## config.mk

```make
export PLATFORM = sky130hd
export DESIGN_NAME = trht_cell
export DESIGN_NICKNAME = d
export VERILOG_FILES = /design/src/hdl/trht_pkg.sv /design/src/hdl/trht_cell.sv
export SDC_FILE = /design/constraint.sdc
export NUM_CORES = 1
export LEC_CHECK = 0
export BUFFER_PORTS_ARGS = -buffer_cell sky130_fd_sc_hd__buf_2
export CAP_MARGIN = 10
export CORE_ASPECT_RATIO = 0.75
export CORE_UTILIZATION = 35
export DETAILED_ROUTE_END_ITERATION = 10
export PLACE_DENSITY_LB_ADDON = 0.05
export SETUP_SLACK_MARGIN = 0.02
export SLEW_MARGIN = 20
export SYNTH_ARGS = -nofsm -noshare
export SYNTH_HDL_FRONTEND = slang
export SYNTH_SLANG_ARGS = --single-unit
export TNS_END_PERCENT = 10
```

## constraint.sdc

```tcl
create_clock -name clk -period 6.3 [get_ports clk]
set_clock_uncertainty 0.1 [all_clocks]
set_input_delay 1.26 -clock clk [delete_from_list [all_inputs] [get_ports clk]]
set_output_delay 1.26 -clock clk [all_outputs]
set_load 0.01 [all_outputs]
```

## src/hdl/trht_pkg.sv

```systemverilog
`default_nettype none

package trht_pkg;

  // Table depth and derived widths
  localparam int MaxEntries = 64;
  localparam int CntW       = $clog2(MaxEntries + 1);
  localparam int IdxW       = (MaxEntries > 1) ? $clog2(MaxEntries) : 1;

  // Field widths
  localparam int PosW = 20;
  localparam int DimW = 19;
  localparam int TgtW = 16;
  localparam int OrdW = 16;

  // Operation codes of an input item
  typedef enum logic [1:0] {
    OP_CLEAR = 2'd0,
    OP_ADD   = 2'd1,
    OP_QUERY = 2'd2
  } op_e;

  // One stored rectangle
  typedef struct packed {
    logic signed [PosW-1:0] left;
    logic signed [PosW-1:0] top;
    logic        [DimW-1:0] w;
    logic        [DimW-1:0] h;
    logic        [TgtW-1:0] target;
    logic signed [OrdW-1:0] order;
  } entry_t;

  // Query token passed from cell to cell, with the best hit so far
  typedef struct packed {
    logic                   valid;
    logic signed [PosW-1:0] x;
    logic signed [PosW-1:0] y;
    logic                   found;
    logic        [TgtW-1:0] target;
    logic signed [OrdW-1:0] order;
  } token_t;

  // Per-cell control from the top level
  typedef struct packed {
    logic we;    // load the entry this cycle
    logic live;  // entry lies below the fill count
  } cell_ctl_t;

endpackage

`default_nettype wire

```

## src/hdl/trht_cell.sv

```systemverilog
`default_nettype none

module trht_cell (
  input  logic                clk,
  input  logic                rst,
  input  trht_pkg::cell_ctl_t ctl,
  input  trht_pkg::entry_t    wdata,
  input  trht_pkg::token_t    tok_in,
  output trht_pkg::token_t    tok_out
);

  trht_pkg::entry_t ent;
  trht_pkg::token_t tok_next;

  logic signed [trht_pkg::PosW:0] dx;
  logic signed [trht_pkg::PosW:0] dy;
  logic in_x;
  logic in_y;
  logic take;

  // Entry storage, loaded on add
  always_ff @(posedge clk) begin
    if (ctl.we) begin
      ent <= wdata;
    end
  end

  // Half-open containment: 0 <= p - origin < size
  always_comb begin
    dx   = {tok_in.x[trht_pkg::PosW-1], tok_in.x} - {ent.left[trht_pkg::PosW-1], ent.left};
    dy   = {tok_in.y[trht_pkg::PosW-1], tok_in.y} - {ent.top[trht_pkg::PosW-1], ent.top};
    in_x = !dx[trht_pkg::PosW] && (dx[trht_pkg::PosW-1:0] < {1'b0, ent.w});
    in_y = !dy[trht_pkg::PosW] && (dy[trht_pkg::PosW-1:0] < {1'b0, ent.h});
    // strictly higher order replaces: earlier entry wins ties
    take = tok_in.valid && ctl.live && in_x && in_y &&
           (!tok_in.found || (ent.order > tok_in.order));
  end

  // Token update
  always_comb begin
    tok_next = tok_in;
    if (take) begin
      tok_next.found  = 1'b1;
      tok_next.target = ent.target;
      tok_next.order  = ent.order;
    end
  end

  always_ff @(posedge clk) begin
    if (rst) begin
      tok_out <= '0;
    end else begin
      tok_out <= tok_next;
    end
  end

endmodule

`default_nettype wire

```

==> qor.yml <==
tightest_slew_ns: 0.9586
antenna_found_initial: 2
p_leak_nw: 5.280
setup_violations: 0
rsz0062_at_grt: "false"
vias: 6485
route.detailed.wl_per_inst_um: 14.69
ys_async_sr_fraction_pct: 0
hold_violations: 0
path_cells: "buf_2 -> ha_1 -> a21o_1 -> a211o_1 -> o21a_1 -> a22o_1 -> nor2_1 -> nor2_1 -> nor2_1 -> xnor2_1 -> ha_1 -> a21o_1 -> a21oi_1 -> nor2b_1 -> a2111oi_0 -> a31oi_1 -> a2111o_1 -> a211oi_4 -> buf_12 -> mux2i_1"
r2r_setup_slack_ns: 1.56
arrival_ns: 5.57
fp.coreArea_um2: 25910
fmax_mhz: 188.4
via_per_inst: 4.457
cpPeakStageDelay_ns: 0.48
die_w_um: 189.5
cp-startpoint: "tok_in[37]"
worstPathMaxFanout: 32
min_period_over_period_pct: 84.26
avgSynthCellArea_um2: 11.09
drc: 0
crit_required_ns: 6.56
synth_edf_count: 110
cts_resized: 0
cp_slowest_cell: "a2111o_1"
dr.max_layer_used: "met5"
worstSetupStartpointType: "primary input"
wl_met2_um: 9588
io_pins: 262
syn_nets: 1114
grt_pass1_wl_um: 32550
ctsHoldBuffers: 0
r2r-start: "ent[74]"
route.met3.wl_um: 1002
grt_max_degree: 107
timing.final.ws_setup_ns: 0.9915
finalNonFillerCells: 1455
hp-class: "register to register"
r2r_cells: 20
cap_violations: 0
critical_path_class: "primary input to register"
first_pass_iters: 5
num_antenna_cells: 0
design_area_um2: 11460
nets: 1380
hpwl_um: 16250
worstSetupEndpointType: "register"
track_usage_pct: 15.83
hold_ws_ns: 0.4194
wl_met1_um: 10560
crit_end: "tok_out[7]"
drive_above_1_share_pct: 26.55
status: "completed"
syn_inst: 832
finalPower_mw: 3.052
syn-cell-area_um2: 9226
fill_cells: 2575
max-slew-margin-rel_pct: 36.09
finalSetupTns_ns: 0
fin_crit_ns: 5.308
place_ws_ns: 0.5054
htree_levels: 4
clockBufferDepth: 2
dpl.cell_count: 1423
cts_root_buf: "clkbuf_16"
antenna_left: 0
cts.sinks: 184
tritoncts: "built"
synth_seq_cells: 184
die_y_um: 142.6
powerDensity_nw_per_um2: 266.4
area_delta_synth_final_pct: 24.17
clock_latency_ns: 0.43
drv_slew: 0
row_count: 51
grt_overflow: 0
final_core_util_pct: 44.22
numCtsBuffers: 17
dieArea_um2: 27020
grt_pass1_vias: 6201
drt_iter0_markers: 340
synth.yosys.warnings: 0
ys_seq_area_share_pct: 51.86
numPortBuffers: 261
post_cts_buffers: 0
peakVddDrop_uv: 188.1
reg2reg_to: "tok_out[7]"
dpl_cell_area_um2: 10890
crit_top_cell: "nor2_1"
totalWireLength_um: 21370
ys.flop_type: "edfxtp_1"
path_clk_slew_ns: 0.07
synth.distinct_cells: 52
start_util_pct: 35.61
gp_congestion: 0.7898
[synth_stat cells, types with 21 or more instances]
cell type,count,area [µm²]
nor2_1,44,165.2
dfxtp_1,74,1481
ha_1,92,1151
inv_1,104,390.4
xnor2_1,21,183.9
nand2_1,27,101.4
nand2b_1,75,469.2
a21oi_1,47,235.2
o21ai_0,29,145.1
mux2i_1,32,320.3
nor2b_1,42,262.8
edfxtp_1,110,3303
[placed cells by master (no fill, tap or decap), types with 3 or more instances in the layout]
cell       count
nor3_1         8
nand2_1       27
a21oi_1       47
buf_2        259
inv_1        104
xor2_1         6
edfxtp_1     110
a21o_1        17
a31oi_1        5
ha_1          92
a2111oi_0      5
xnor2_1       21
mux2i_1       32
o21a_1         9
buf_4          3
clkbuf_1       7
clkbuf_16     17
a211oi_1       7
o21ai_0       29
dfxtp_1       74
nand4_1       12
nor2b_1       42
o21bai_1       3
nand3_1       12
nand2b_1      75
o211ai_1       5
nor2_1        44
[power breakdown]
group | internal, mW | leakage (nW) | switching (mW) | total, mW
registers | 1.37 | 1.69 | 0.0232 | 1.39
logic | 0.280 | 3.32 | 0.334 | 0.613
clock network | 0.597 | 0.266 | 0.454 | 1.05
[kinds of logic after synthesis]
kind of cell	synth area share (%)
DFF	51.86
AOI/OAI and AO/OA	10.12
and+or+nand+nor	13.74
buffers and inverters	5.343
xor gates and xnor gates	2.563
muxes	3.472
adders and majority gates	12.91
[worst min-delay path by stage]
stage	end	slack, ns	from	cells after the start
floorplan	tok_out[16]	0.39	ent[16]	2
global placement	tok_out[21]	0.40	ent[21]	2
detailed placement	tok_out[21]	0.41	ent[21]	2
CTS	tok_out[31]	0.43	ent[31]	2
global route	tok_out[24]	0.46	ent[24]	2
finish	tok_out[31]	0.42	ent[31]	2
[critical path: cells and delay by family]
family / cells / cell delay (ns)
and+or+nand+nor: 4 / 0.31
buffers and inverters: 2 / 0.41
adders and majority gates: 2 / 0.60
AOI/OAI and AO/OA: 10 / 2.61
xor gates and xnor gates: 1 / 0.14
muxes: 1 / 0.22
[final cells by class]
cell class                      count  area, µm²  area share [%]
Clock buffer                       25      465.4           4.063
Tap cell                          344      430.4           3.757
Inverter                          104      390.4           3.408
Multi-Input combinational cell    528       3949           34.47
Clock inverter                      7      97.59          0.8519
Sequential cell                   184       4785           41.76
Timing Repair Buffer              263       1339           11.69
[layer usage]
layer / global-route usage, % / vias up
met5: 0 / -
met4: 4.202 / 2
met3: 4.055 / 14
met2: 24.64 / 143
met1: 21.77 / 2912
li1: - / 3414
[registers in the layout, summed over array words and instances, names as in the netlist]
name,count
ent,110
tok_out,74
(Power assumes the default switching activity.)
